**src/design/bpd_pkg.sv**
```systemverilog
// Package: sizes, codes and types of the positional deque.
package bpd_pkg;

    localparam int DEPTH   = 64;
    localparam int CNT_W   = $clog2(DEPTH + 1);
    localparam int ADDR_W  = $clog2(DEPTH);
    localparam int DATA_W  = 32;
    localparam int FUNC_W  = 3;
    localparam int POS_W   = 7;
    localparam int STAT_W  = 2;
    localparam int COUNT_W = 7;
    localparam int CMP_W   = (CNT_W > POS_W) ? CNT_W : POS_W;

    localparam int QUEUE_DEPTH = 2;
    localparam int QPTR_W      = (QUEUE_DEPTH > 1) ? $clog2(QUEUE_DEPTH) : 1;
    localparam int QCNT_W      = $clog2(QUEUE_DEPTH + 1);

    typedef logic signed [DATA_W-1:0] data_t;

    // Command codes
    localparam logic [FUNC_W-1:0] FN_PUSH_FRONT = 3'd0;
    localparam logic [FUNC_W-1:0] FN_PUSH_BACK  = 3'd1;
    localparam logic [FUNC_W-1:0] FN_INSERT_AT  = 3'd2;
    localparam logic [FUNC_W-1:0] FN_POP_FRONT  = 3'd3;
    localparam logic [FUNC_W-1:0] FN_POP_BACK   = 3'd4;
    localparam logic [FUNC_W-1:0] FN_REMOVE_AT  = 3'd5;
    localparam logic [FUNC_W-1:0] FN_READ_AT    = 3'd6;
    localparam logic [FUNC_W-1:0] FN_WRITE_AT   = 3'd7;

    // Status codes
    localparam logic [STAT_W-1:0] ST_OK    = 2'd0;
    localparam logic [STAT_W-1:0] ST_EMPTY = 2'd1;
    localparam logic [STAT_W-1:0] ST_RANGE = 2'd2;
    localparam logic [STAT_W-1:0] ST_FULL  = 2'd3;

    // Operation kinds after decode
    localparam logic [1:0] K_OPEN  = 2'd0;
    localparam logic [1:0] K_CLOSE = 2'd1;
    localparam logic [1:0] K_READ  = 2'd2;
    localparam logic [1:0] K_WRITE = 2'd3;

    // Where an operation lands
    localparam logic [1:0] W_FRONT = 2'd0;
    localparam logic [1:0] W_BACK  = 2'd1;
    localparam logic [1:0] W_POS   = 2'd2;

    typedef struct packed {
        logic [1:0]       kind;
        logic [1:0]       where;
        data_t            value;
        logic [POS_W-1:0] position;
    } op_t;

    typedef struct packed {
        logic              we;
        logic [ADDR_W-1:0] waddr;
        data_t             wdata;
        logic              re;
        logic [ADDR_W-1:0] raddr;
    } mem_req_t;

endpackage

```
**src/design/bpd_if.sv**
```systemverilog
// Interfaces: command and result channels of the positional deque.
interface bpd_cmd_if;
    import bpd_pkg::*;

    logic                valid;
    logic                ready;
    logic [FUNC_W-1:0]   func;
    logic signed [DATA_W-1:0] value;
    logic [POS_W-1:0]    position;

    modport source (output valid, output func, output value, output position, input ready);
    modport sink   (input valid, input func, input value, input position, output ready);
endinterface

interface bpd_res_if;
    import bpd_pkg::*;

    logic                valid;
    logic                ready;
    logic signed [DATA_W-1:0] read_data;
    logic [STAT_W-1:0]   status;
    logic [COUNT_W-1:0]  element_count;
    logic signed [DATA_W-1:0] front_value;
    logic signed [DATA_W-1:0] back_value;

    modport source (output valid, output read_data, output status, output element_count,
                    output front_value, output back_value, input ready);
    modport sink   (input valid, input read_data, input status, input element_count,
                    input front_value, input back_value, output ready);
endinterface

```
**src/design/bounded_positional_deque.sv**
```systemverilog
// A rejected command goes straight to the result; write at and read at access one
// entry; a push or insert moves the entries from the index up one place and writes
// the new one; a removal moves the later entries down one place and rereads the
// front and back unless it empties the store. Each moved entry costs one read and
// one write on the entry RAM. Commands queue while an operation runs or waits for the result register to free up.
// Reset empties the store at once; entries are not cleared and need no sweep.
module bounded_positional_deque (
    input  logic      clk,
    input  logic      rst_n,
    bpd_cmd_if.sink   cmd,
    bpd_res_if.source res
);
    import bpd_pkg::*;

    op_t      push_op, head_op;
    logic     push, queue_full, not_empty, q_pop;
    mem_req_t mem_req;
    logic [DATA_W-1:0] mem_rdata_raw;
    data_t    mem_rdata;

    assign mem_rdata = mem_rdata_raw;

    bpd_front u_front (
        .cmd        (cmd),
        .queue_full (queue_full),
        .push       (push),
        .push_op    (push_op)
    );

    bpd_queue u_queue (
        .clk       (clk),
        .rst_n     (rst_n),
        .push      (push),
        .push_op   (push_op),
        .full      (queue_full),
        .pop       (q_pop),
        .not_empty (not_empty),
        .head_op   (head_op)
    );

    bpd_back u_back (
        .clk       (clk),
        .rst_n     (rst_n),
        .q_valid   (not_empty),
        .q_op      (head_op),
        .q_pop     (q_pop),
        .mem_req   (mem_req),
        .mem_rdata (mem_rdata),
        .res       (res)
    );

    bpd_ram #(
        .WIDTH (DATA_W),
        .DEPTH (DEPTH)
    ) u_entries (
        .clk   (clk),
        .we    (mem_req.we),
        .waddr (mem_req.waddr),
        .wdata (mem_req.wdata),
        .re    (mem_req.re),
        .raddr (mem_req.raddr),
        .rdata (mem_rdata_raw)
    );
endmodule

```
**src/design/bpd_ram.sv**
```systemverilog
// Generic single-write, single-read RAM with registered read data.
module bpd_ram #(
    parameter int WIDTH = 32,
    parameter int DEPTH = 64
) (
    input  logic                     clk,
    input  logic                     we,
    input  logic [$clog2(DEPTH)-1:0] waddr,
    input  logic [WIDTH-1:0]         wdata,
    input  logic                     re,
    input  logic [$clog2(DEPTH)-1:0] raddr,
    output logic [WIDTH-1:0]         rdata
);
    logic [WIDTH-1:0] mem [DEPTH];

    // Write port
    always_ff @(posedge clk)
    begin
        if (we)
        begin
            mem[waddr] <= wdata;
        end
    end

    // Registered read port
    always_ff @(posedge clk)
    begin
        if (re)
        begin
            rdata <= mem[raddr];
        end
    end
endmodule

```
**src/design/bpd_front.sv**
```systemverilog
// Front end: accept command transactions and classify them into operations.
module bpd_front (
    bpd_cmd_if.sink        cmd,
    input  logic           queue_full,
    output logic           push,
    output bpd_pkg::op_t   push_op
);
    import bpd_pkg::*;

    // Take a transaction whenever the queue has room
    assign cmd.ready = !queue_full;
    assign push      = cmd.valid && !queue_full;

    // Classify the command by kind and landing place
    always_comb
    begin
        push_op.value    = cmd.value;
        push_op.position = cmd.position;
        case (cmd.func)
            FN_PUSH_FRONT: begin push_op.kind = K_OPEN;  push_op.where = W_FRONT; end
            FN_PUSH_BACK:  begin push_op.kind = K_OPEN;  push_op.where = W_BACK;  end
            FN_INSERT_AT:  begin push_op.kind = K_OPEN;  push_op.where = W_POS;   end
            FN_POP_FRONT:  begin push_op.kind = K_CLOSE; push_op.where = W_FRONT; end
            FN_POP_BACK:   begin push_op.kind = K_CLOSE; push_op.where = W_BACK;  end
            FN_REMOVE_AT:  begin push_op.kind = K_CLOSE; push_op.where = W_POS;   end
            FN_READ_AT:    begin push_op.kind = K_READ;  push_op.where = W_POS;   end
            default:       begin push_op.kind = K_WRITE; push_op.where = W_POS;   end
        endcase
    end
endmodule

```
**src/design/bpd_queue.sv**
```systemverilog
// Small operation queue between the front end and the execution unit.
module bpd_queue (
    input  logic          clk,
    input  logic          rst_n,
    input  logic          push,
    input  bpd_pkg::op_t  push_op,
    output logic          full,
    input  logic          pop,
    output logic          not_empty,
    output bpd_pkg::op_t  head_op
);
    import bpd_pkg::*;

    op_t               slot_reg [QUEUE_DEPTH];
    logic [QPTR_W-1:0] wr_ptr_reg, wr_ptr_next;
    logic [QPTR_W-1:0] rd_ptr_reg, rd_ptr_next;
    logic [QCNT_W-1:0] fill_reg, fill_next;
    logic              do_push, do_pop;

    assign full      = (fill_reg == QCNT_W'(QUEUE_DEPTH));
    assign not_empty = (fill_reg != '0);
    assign head_op   = slot_reg[rd_ptr_reg];
    assign do_push   = push && !full;
    assign do_pop    = pop && not_empty;

    // Advance pointers with wrap and track the fill level
    always_comb
    begin
        wr_ptr_next = wr_ptr_reg;
        rd_ptr_next = rd_ptr_reg;
        fill_next   = fill_reg;
        if (do_push)
        begin
            wr_ptr_next = (wr_ptr_reg == QPTR_W'(QUEUE_DEPTH - 1)) ? '0 : wr_ptr_reg + 1'b1;
        end
        if (do_pop)
        begin
            rd_ptr_next = (rd_ptr_reg == QPTR_W'(QUEUE_DEPTH - 1)) ? '0 : rd_ptr_reg + 1'b1;
        end
        if (do_push && !do_pop)
        begin
            fill_next = fill_reg + 1'b1;
        end
        else if (do_pop && !do_push)
        begin
            fill_next = fill_reg - 1'b1;
        end
    end

    always_ff @(posedge clk or negedge rst_n)
    begin
        if (!rst_n)
        begin
            wr_ptr_reg <= '0;
            rd_ptr_reg <= '0;
            fill_reg   <= '0;
        end
        else
        begin
            wr_ptr_reg <= wr_ptr_next;
            rd_ptr_reg <= rd_ptr_next;
            fill_reg   <= fill_next;
        end
    end

    // Store the pushed operation
    always_ff @(posedge clk)
    begin
        if (do_push)
        begin
            slot_reg[wr_ptr_reg] <= push_op;
        end
    end
endmodule

```
**src/design/bpd_back.sv**
```systemverilog
// Execution unit: check, shift entries through the RAM and build results.
module bpd_back (
    input  logic                 clk,
    input  logic                 rst_n,
    input  logic                 q_valid,
    input  bpd_pkg::op_t         q_op,
    output logic                 q_pop,
    output bpd_pkg::mem_req_t    mem_req,
    input  bpd_pkg::data_t       mem_rdata,
    bpd_res_if.source            res
);
    import bpd_pkg::*;

    localparam logic [3:0] S_IDLE = 4'd0;
    localparam logic [3:0] S_ORD  = 4'd1;
    localparam logic [3:0] S_OWR  = 4'd2;
    localparam logic [3:0] S_PUT  = 4'd3;
    localparam logic [3:0] S_CRD  = 4'd4;
    localparam logic [3:0] S_CWR  = 4'd5;
    localparam logic [3:0] S_TRIM = 4'd6;
    localparam logic [3:0] S_FGET = 4'd7;
    localparam logic [3:0] S_BGET = 4'd8;
    localparam logic [3:0] S_RRD  = 4'd9;
    localparam logic [3:0] S_RGET = 4'd10;
    localparam logic [3:0] S_WR   = 4'd11;
    localparam logic [3:0] S_DONE = 4'd12;

    logic [3:0]        state_reg, state_next;
    logic [CNT_W-1:0]  count_reg, count_next;
    data_t             front_reg, front_next;
    data_t             back_reg, back_next;
    logic [CNT_W-1:0]  idx_reg, idx_next;
    logic [CNT_W-1:0]  ptr_reg, ptr_next;
    data_t             val_reg, val_next;
    logic [STAT_W-1:0] status_reg, status_next;
    data_t             rd_reg, rd_next;

    logic               out_valid_reg, out_valid_next;
    data_t              out_rd_reg;
    logic [STAT_W-1:0]  out_status_reg;
    logic [COUNT_W-1:0] out_count_reg;
    data_t              out_front_reg;
    data_t              out_back_reg;
    logic               out_load;

    logic [CNT_W-1:0]  ptr_dec, ptr_inc, cnt_dec;
    logic [CMP_W-1:0]  pos_c;
    logic [CNT_W-1:0]  pos_idx;
    logic              is_full, is_empty, in_range;
    logic [STAT_W-1:0] chk_status;
    logic [CNT_W-1:0]  chk_idx;

    assign ptr_dec  = ptr_reg - 1'b1;
    assign ptr_inc  = ptr_reg + 1'b1;
    assign cnt_dec  = count_reg - 1'b1;
    assign pos_c    = CMP_W'(q_op.position);
    assign pos_idx  = CNT_W'(pos_c - CMP_W'(1));
    assign is_full  = (count_reg >= CNT_W'(DEPTH));
    assign is_empty = (count_reg == '0);
    assign in_range = (pos_c != '0) && (pos_c <= CMP_W'(count_reg));

    // Check the head operation against the current count
    always_comb
    begin
        chk_status = ST_OK;
        chk_idx    = pos_idx;
        case (q_op.kind)
            K_OPEN:
            begin
                if (is_full)
                begin
                    chk_status = ST_FULL;
                end
                else if (q_op.where == W_FRONT)
                begin
                    chk_idx = '0;
                end
                else if (q_op.where == W_BACK)
                begin
                    chk_idx = count_reg;
                end
                else if (!(pos_c == CMP_W'(1) || in_range))
                begin
                    chk_status = ST_RANGE;
                end
            end
            K_CLOSE:
            begin
                if (is_empty)
                begin
                    chk_status = ST_EMPTY;
                end
                else if (q_op.where == W_FRONT)
                begin
                    chk_idx = '0;
                end
                else if (q_op.where == W_BACK)
                begin
                    chk_idx = cnt_dec;
                end
                else if (!in_range)
                begin
                    chk_status = ST_RANGE;
                end
            end
            default:
            begin
                if (is_empty)
                begin
                    chk_status = ST_EMPTY;
                end
                else if (!in_range)
                begin
                    chk_status = ST_RANGE;
                end
            end
        endcase
    end

    // Sequence the operation
    always_comb
    begin
        state_next    = state_reg;
        count_next    = count_reg;
        front_next    = front_reg;
        back_next     = back_reg;
        idx_next      = idx_reg;
        ptr_next      = ptr_reg;
        val_next      = val_reg;
        status_next   = status_reg;
        rd_next       = rd_reg;
        q_pop         = 1'b0;
        out_load      = 1'b0;
        mem_req.we    = 1'b0;
        mem_req.waddr = idx_reg[ADDR_W-1:0];
        mem_req.wdata = val_reg;
        mem_req.re    = 1'b0;
        mem_req.raddr = idx_reg[ADDR_W-1:0];

        case (state_reg)
            S_IDLE:
            begin
                if (q_valid)
                begin
                    q_pop       = 1'b1;
                    idx_next    = chk_idx;
                    val_next    = q_op.value;
                    status_next = chk_status;
                    rd_next     = '0;
                    if (chk_status != ST_OK)
                    begin
                        state_next = S_DONE;
                    end
                    else
                    begin
                        case (q_op.kind)
                            K_OPEN:
                            begin
                                ptr_next   = count_reg;
                                state_next = (chk_idx == count_reg) ? S_PUT : S_ORD;
                            end
                            K_CLOSE:
                            begin
                                ptr_next   = chk_idx;
                                state_next = (chk_idx == cnt_dec) ? S_TRIM : S_CRD;
                            end
                            K_READ:  state_next = S_RRD;
                            default: state_next = S_WR;
                        endcase
                    end
                end
            end
            // Open a slot: move entries up one place, from the back down
            S_ORD:
            begin
                mem_req.re    = 1'b1;
                mem_req.raddr = ptr_dec[ADDR_W-1:0];
                state_next    = S_OWR;
            end
            S_OWR:
            begin
                mem_req.we    = 1'b1;
                mem_req.waddr = ptr_reg[ADDR_W-1:0];
                mem_req.wdata = mem_rdata;
                ptr_next      = ptr_dec;
                state_next    = (ptr_dec == idx_reg) ? S_PUT : S_ORD;
            end
            S_PUT:
            begin
                mem_req.we = 1'b1;
                count_next = count_reg + 1'b1;
                if (idx_reg == '0)
                begin
                    front_next = val_reg;
                end
                if (idx_reg == count_reg)
                begin
                    back_next = val_reg;
                end
                state_next = S_DONE;
            end
            // Close a slot: move entries down one place, from the gap up
            S_CRD:
            begin
                mem_req.re    = 1'b1;
                mem_req.raddr = ptr_inc[ADDR_W-1:0];
                state_next    = S_CWR;
            end
            S_CWR:
            begin
                mem_req.we    = 1'b1;
                mem_req.waddr = ptr_reg[ADDR_W-1:0];
                mem_req.wdata = mem_rdata;
                ptr_next      = ptr_inc;
                state_next    = (ptr_inc == cnt_dec) ? S_TRIM : S_CRD;
            end
            S_TRIM:
            begin
                count_next = cnt_dec;
                if (cnt_dec == '0)
                begin
                    front_next = '0;
                    back_next  = '0;
                    state_next = S_DONE;
                end
                else
                begin
                    mem_req.re    = 1'b1;
                    mem_req.raddr = '0;
                    state_next    = S_FGET;
                end
            end
            // Refresh front and back after a removal
            S_FGET:
            begin
                front_next    = mem_rdata;
                mem_req.re    = 1'b1;
                mem_req.raddr = cnt_dec[ADDR_W-1:0];
                state_next    = S_BGET;
            end
            S_BGET:
            begin
                back_next  = mem_rdata;
                state_next = S_DONE;
            end
            S_RRD:
            begin
                mem_req.re = 1'b1;
                state_next = S_RGET;
            end
            S_RGET:
            begin
                rd_next    = mem_rdata;
                state_next = S_DONE;
            end
            S_WR:
            begin
                mem_req.we = 1'b1;
                if (idx_reg == '0)
                begin
                    front_next = val_reg;
                end
                if (idx_reg == cnt_dec)
                begin
                    back_next = val_reg;
                end
                state_next = S_DONE;
            end
            S_DONE:
            begin
                if (!out_valid_reg || res.ready)
                begin
                    out_load   = 1'b1;
                    state_next = S_IDLE;
                end
            end
            default: state_next = S_IDLE;
        endcase
    end

    // Hold the result until the transaction completes
    always_comb
    begin
        out_valid_next = out_valid_reg;
        if (out_load)
        begin
            out_valid_next = 1'b1;
        end
        else if (res.ready)
        begin
            out_valid_next = 1'b0;
        end
    end

    always_ff @(posedge clk or negedge rst_n)
    begin
        if (!rst_n)
        begin
            state_reg     <= S_IDLE;
            count_reg     <= '0;
            front_reg     <= '0;
            back_reg      <= '0;
            out_valid_reg <= 1'b0;
        end
        else
        begin
            state_reg     <= state_next;
            count_reg     <= count_next;
            front_reg     <= front_next;
            back_reg      <= back_next;
            out_valid_reg <= out_valid_next;
        end
    end

    always_ff @(posedge clk)
    begin
        idx_reg    <= idx_next;
        ptr_reg    <= ptr_next;
        val_reg    <= val_next;
        status_reg <= status_next;
        rd_reg     <= rd_next;
        if (out_load)
        begin
            out_rd_reg     <= rd_reg;
            out_status_reg <= status_reg;
            out_count_reg  <= COUNT_W'(count_reg);
            out_front_reg  <= front_reg;
            out_back_reg   <= back_reg;
        end
    end

    assign res.valid         = out_valid_reg;
    assign res.read_data     = out_rd_reg;
    assign res.status        = out_status_reg;
    assign res.element_count = out_count_reg;
    assign res.front_value   = out_front_reg;
    assign res.back_value    = out_back_reg;
endmodule

```
**src/flat_wrapper.sv**
```systemverilog
// flat-port wrapper written by rule: the top's interface ports become plain ports
module bounded_positional_deque_flat import bpd_pkg::*;
  (clk, rst_n, cmd_valid, cmd_func, cmd_value, cmd_position, cmd_ready, res_valid, res_read_data, res_status, res_element_count, res_front_value, res_back_value, res_ready);
  bpd_cmd_if cmd_i ();
  bpd_res_if res_i ();
  input  logic clk;
  input  logic rst_n;
  input wire logic [$bits(cmd_i.valid)-1:0] cmd_valid;
  input wire logic [$bits(cmd_i.func)-1:0] cmd_func;
  input wire logic [$bits(cmd_i.value)-1:0] cmd_value;
  input wire logic [$bits(cmd_i.position)-1:0] cmd_position;
  output wire logic [$bits(cmd_i.ready)-1:0] cmd_ready;
  output wire logic [$bits(res_i.valid)-1:0] res_valid;
  output wire logic [$bits(res_i.read_data)-1:0] res_read_data;
  output wire logic [$bits(res_i.status)-1:0] res_status;
  output wire logic [$bits(res_i.element_count)-1:0] res_element_count;
  output wire logic [$bits(res_i.front_value)-1:0] res_front_value;
  output wire logic [$bits(res_i.back_value)-1:0] res_back_value;
  input wire logic [$bits(res_i.ready)-1:0] res_ready;
  assign cmd_i.valid = cmd_valid;
  assign cmd_i.func = cmd_func;
  assign cmd_i.value = cmd_value;
  assign cmd_i.position = cmd_position;
  assign cmd_ready = cmd_i.ready;
  assign res_valid = res_i.valid;
  assign res_read_data = res_i.read_data;
  assign res_status = res_i.status;
  assign res_element_count = res_i.element_count;
  assign res_front_value = res_i.front_value;
  assign res_back_value = res_i.back_value;
  assign res_i.ready = res_ready;
  bounded_positional_deque u_core (.clk(clk), .rst_n(rst_n), .cmd(cmd_i), .res(res_i));
endmodule
```
**config.mk**
```make
export PLATFORM = sky130hd
export DESIGN_NAME = bounded_positional_deque_flat
export DESIGN_NICKNAME = d
export VERILOG_FILES = /design/src/design/bpd_pkg.sv /design/src/design/bpd_if.sv /design/src/design/bounded_positional_deque.sv /design/src/design/bpd_ram.sv /design/src/design/bpd_front.sv /design/src/design/bpd_queue.sv /design/src/design/bpd_back.sv /design/src/flat_wrapper.sv
export SDC_FILE = /design/constraint.sdc
export NUM_CORES = 2
export LEC_CHECK = 0
export BUFFER_PORTS_ARGS = -buffer_cell sky130_fd_sc_hd__buf_2
export CAP_MARGIN = 30
export CELL_PAD_IN_SITES_DETAIL_PLACEMENT = 1
export CELL_PAD_IN_SITES_GLOBAL_PLACEMENT = 1
export CORE_ASPECT_RATIO = 1.25
export CORE_MARGIN = 4
export CORE_UTILIZATION = 53
export CTS_CLUSTER_DIAMETER = 150
export DETAILED_ROUTE_END_ITERATION = 10
export PLACE_DENSITY_LB_ADDON = 0.1
export SLEW_MARGIN = 20
export SYNTH_ARGS = -nofsm -noshare
export SYNTH_HDL_FRONTEND = slang
export SYNTH_SLANG_ARGS = --single-unit
```
**constraint.sdc**
```tcl
create_clock -name clk -period 8 [get_ports clk]
set_clock_uncertainty 0.2 [all_clocks]
set_input_delay 0.4 -clock clk [delete_from_list [all_inputs] [get_ports clk]]
set_output_delay 0.4 -clock clk [all_outputs]
set_load 0.03 [all_outputs]
```
; Word level (Yosys, flattened, before mapping)
; Memory sizes are Yosys's and may differ from the RTL's. A register that Yosys moved wholly into a read port is not among the register bits.
; Index checks and enable logic that the tools add are counted.
[totals]
memories = 2
ff_bits = 265
ramBits = 2134
wordCells = 168
latch_bits = 0
in_bits = 46
romBits = 0
[mem_list]
columns = name, depth, word_bits, read_ports, rd_clocked_by_memory_dff, wr, line
row1 = u_core.u_entries.mem, 64, 32, 1, 1, 1, bpd_ram.sv:14  ; logic [WIDTH-1:0] mem [DEPTH];
row2 = u_core.u_queue.slot_reg, 2, 43, 1, 0, 1, bpd_queue.sv:14  ; op_t slot_reg [QUEUE_DEPTH];
[op_classes]
eq_ne = 37
addsub = 9
n_mul = 0
n_reduce_logical = 40
bitwise = 0
n_div = 0
n_mux = 60
n_shift = 0
order_cmp = 2
[ops]
columns = cell, count
row1 = two-way mux 32 bit, 5
row2 = one-hot mux 32 bit (4 select lines), 1
row3 = one-hot mux 32 bit (3 select lines), 1
row4 = one-hot mux 32 bit (2 select lines), 1
row5 = two-way mux 7 bit, 9
row6 = equality test 7 bit, 6
row7 = one-hot mux 7 bit (2 select lines), 3
row8 = one-hot mux 4 bit (10 select lines), 1
row9 = two-way mux 38 bit, 1
row10 = two-way mux 2 bit, 15
row11 = one-hot mux 4 bit (7 select lines), 1
row12 = one-hot mux 6 bit (4 select lines), 1
row13 = logical NOT 7 bit, 3
row14 = one-hot mux 7 bit (3 select lines), 1
row15 = "subtractor 7 x 1 -> 7 bit, second input constant", 3
row16 = "equality test 4 bit, second input constant", 5
row17 = "equality test 4 x 3 -> 1 bit, second input constant", 4
row18 = two-way mux 4 bit, 4
row19 = "adder 7 x 1 -> 7 bit, second input constant", 2
row20 = two-way mux 1 bit, 13
row21 = one-hot mux 4 bit (3 select lines), 1
row22 = nonzero test 2 bit, 6
row23 = OR reduction 4 bit, 3
row24 = "!= test 2 bit, second input constant", 5
row25 = 30 further kinds, 53

; Depth between registers and ports, before layout
; An unclocked memory read counts as a cell.
[logic_depth]
word_depth = 13
mapped_depth = 19
ltp_nobuf = 13

; Hierarchy
; Synthesis repeated with hierarchy kept, for this count alone.
[unflattened]
hier_cells = 4564
hier_area_um2 = 94869.7
[modules_own_cells]
columns = module, instances, seq_area_each_um2, area_each_um2, cells_each
row1 = bpd_ram, 1, 62459.9, 78835.6, 3324
row2 = bpd_back, 1, 7457.2, 12180.4, 1041
row3 = bpd_queue, 1, 2682.6, 3504.6, 153
row4 = bpd_front, 1, 0.0, 349.1, 46

; Least setup slack after synthesis
; OpenSTA, ideal clock, no wires.
[synth_path]
path_type = register -> register
from = register u_core.u_back.state_reg[0]
to = register u_core.u_back.out_back_reg[0] (netlist: u_core.u_back.res.back_value[0]) (enable)
stages_incl_launch_ff = 5
path_slack_ps = 1855
required_time_ps = 7230
t_arrival_ps = 5375
path_cell_list = dfrtp_1 clkbuf_1 nor2_1 nand3_1 nor2_1
[synth_between]
elab_chain_len = 2
[synth_rtl]
columns = element, line
row1 = "start, declared", bpd_back.sv:28  ; logic [3:0] state_reg, state_next;
row2 = "start signal, assigned", bpd_back.sv:307  ; state_reg <= state_next;
row3 = equality test 4 bit, bpd_back.sv:140  ; case (state_reg)
row4 = two-way mux 1 bit, bpd_back.sv:140
row5 = net u_core.u_back.out_load, bpd_back.sv:44  ; logic out_load;
row6 = "end signal, assigned", bpd_back.sv:328  ; out_back_reg <= back_reg;
row7 = "end, declared", bpd_back.sv:43  ; data_t out_back_reg;
; The timed path passes the listed nets, and every way through them passes these cells.
; A chain may end at the register's enable or synchronous reset.

; Worst setup path in the final report
[layout_path]
from = register u_core.u_back.count_reg[0]
to = register u_core.u_entries.rdata[5] (read register of u_core.u_entries.mem) (data pin)
[layout_between]
elab_chain_len = 4
word_cells_on_any_way = 5
[layout_rtl]
columns = element, line
row1 = "start, declared", bpd_back.sv:29  ; logic [CNT_W-1:0] count_reg, count_next;
row2 = "start signal, assigned", bpd_back.sv:308  ; count_reg <= count_next;
row3 = subtractor 7 x 1 -> 7 bit *, bpd_back.sv:55  ; assign cnt_dec = count_reg - 1'b1;
row4 = logical NOT 7 bit, bpd_back.sv:220  ; if (cnt_dec == '0)
row5 = two-way mux 7 bit, bpd_back.sv:220
row6 = one-hot mux 6 bit (4 select lines) / one-hot mux 1 bit (2 select lines) (equally long branches), bpd_back.sv:140
row7 = "end, declared", bpd_ram.sv:12  ; output logic [WIDTH-1:0] rdata
; Mark *: on every way between the ends. The rest lies on a longest branch, timed or not.

==> impl_metrics.toml <==
[grt]
grt_pass1_vias = 65900
grt_pass1_wl_um = 456100
grt_start_max_net_pins = 170
grtUsageTotal_pct = 32.82
grt_antenna_before_repair = 15
grt_overflow = 0

[worst_setup_path]
startpoint_type = "flop"
cp-end-kind = "flop"
arrival_ps = 6990
required_ps = 8530
crit_path_max_fanout = 37
crit_type = "flop to flop"

[cts]
cts_made_buffers = 224
postCtsSetupBuffers = 0
clk_latency_ps = 870
postCtsResizedCells = 0
clock_path_buffers = 3
cts_hold_buf = 48
htreeDepth = 4
root_buffer = "clkbuf_16"
cts_tree = "done"
cts_sinks = 2431
clk_pin_slew_ps = 70

[finish]
syn2layout_area_growth_pct = 12.23
seqCellArea_um2 = 72600
layout.nets = 7383
largest_register_ffs = 2048
multi_input_area_um2 = 23380
finish.utilization_pct = 59.96
mostFrequentLayoutCell = "edfxtp_1"
fill_cells = 17220
layout_common_cells = "2351 x edfxtp_1, 1733 x nand2_1, 777 x nand3_1"
drive_gt1_share_pct = 11.49

[die]
core_um2 = 182200
dieArea_um2 = 190600
pin_count = 153
std_cell_rows = 175
die_y_um = 487.1
die_w_um = 391.3
start_util_pct = 53.43

[status]
status = "finished clean"

[detailed_routing]
viasPerCell = 6.457
routedWlPerCell_um = 31.79
drt_wl_total_um = 314600
vias = 63900
drt_iter0_markers = 8156
drc_errors = 0
first_pass_iters = 6
detail-route-antenna-nets = 0

[sta]
rsz0062_at_grt = "false"
max_freq_ghz = 0.1546
setup_violations = 0
finalCritPeriodShare_pct = 80.85
max-slew-margin-rel_pct = 30.43
hold_violations = 0
final.min_clock_period_ps = 6468
slew_violations = 0
setup_tns_ps = 0
tightest_slew_ps = 1041

[place]
dpl.hpwl_um = 186600
io_buffers = 152
place.gp.congestion = 0.8903

[synth]
ys_seq_area_share_pct = 74.59
netlist_instances = 7152
synthFlopType = "edfxtp_1"
synth_edf_count = 2351
syn_nets = 7213
synth_area_leaders = "edfxtp_1 73%, nand2_1 6.8%, nand3_1 4.0%, mux2i_1 2.4%, dfrtp_1 2.1%"
ys_ff_latch = 2431
async_flop_share_pct = 3.291
ys_types = 86
yosysWarnings = 0
syn_area_um2 = 97330
yosys.area.top_type = "edfxtp_1"
synth_top_area_share_pct = 72.53
syn_avg_cell_area_um2 = 13.61

[worst_hold_path]
hp-class = "primary input to flop"

[flow_run]
drv_cap = 0
-- final timing paths --
check / cells past startpoint / slack [ps] / from / to
max reg2reg: 13 / 1530 / u_core.u_back.count_reg[0] / u_core.u_entries.rdata[5]
min in group asynchronous: 4 / 400 / rst_n / u_core.u_back.count_reg[0]
max in group asynchronous: 4 / 6410 / rst_n / u_core.u_back.front_reg[8]
min: 2 / 60 / cmd_position[0] / u_core.u_queue.slot_reg[1][0]
min reg2reg: 0 / 220 / u_core.u_back.status_reg[0] / u_core.u_back.res.status[0]
max: 13 / 1530 / u_core.u_back.count_reg[0] / u_core.u_entries.rdata[5]
-- Yosys cell counts (all sizes together), types with 13 or more instances --
cell type and n:
a211oi 32, a21oi 206, a22oi 82, a311oi 20
a31oi 134, and2 42, and3 91, buf 303
clkbuf 152, dfrtp 80, edfxtp 2351, ha 15
inv 24, mux2 45, mux2i 236, nand2 1769
nand3 777, nand4 49, nor2 174, nor3 69
o211a 13, o21ai 103, o221ai 84, o22ai 30
o32ai 18, or3 13, xnor2 45, xor2 22
-- final cells by class --
class                   instances  share of cell area, %
clock buffers                 307                  5.643
well taps                    2389                  2.736
inverters                      24                0.08247
multi-input cells            4242                  21.40
clock inverters               102                 0.6678
repair buffers                399                  2.999
diodes                          2               0.004582
flip-flops and latches       2431                  66.46
-- metrics by stage --
step / setup WS (ps) / hold slack, ps / std cells / area, µm²
2_1_floorplan: 1855 / -95.59 / 7152 / 97330
3_3_place_gp: 1839 / 149.0 / 9414 / 101400
4_1_cts: 1644 / 2.162 / 9889 / 109100
5_1_grt: 1283 / 43.31 / 9895 / 109200
3_5_place_dp: 1662 / 148.8 / 9432 / 101700
6_report: 1532 / 62.16 / 9896 / 109200
-- cell families (layout without fill, tap and decap cells) --
kind of cell               after synthesis  count (layout)  synth area share [%]
buffers and inverters                  479             832                 2.206
AOI/OAI and AO/OA                      835             835                 5.862
other                                    0               2                     0
muxes                                  281             281                 2.948
adders and majority gates               15              15                0.1928
and+or+nand+nor                       3044            3044                 13.60
DFF                                   2431            2431                 74.59
xor gates and xnor gates                67              67                0.6029
-- critical path: stages, from the launching register on --
cell,delay (ps)
dfrtp_1,660
inv_1,190
ha_1,430
nor2b_1,600
a31oi_2,220
o32ai_4,360
nand4_2,540
nand2_4,710
nand2_4,400
buf_4,400
o21ai_0,320
o32ai_1,120
nor4_1,870
o211a_1,230
-- layer usage --
metal	global-route usage [%]	vias to the layer above	wire length [µm]
met3	5.751	659	28250
met2	54.62	3329	153300
met5	0	-	13
li1	-	26990	-
met4	11.58	2	12310
met1	43.89	32920	120700
Power is left out: the tool's default activity adds up to more than one toggle a clock period on the data nets, which glitch-free logic cannot reach.
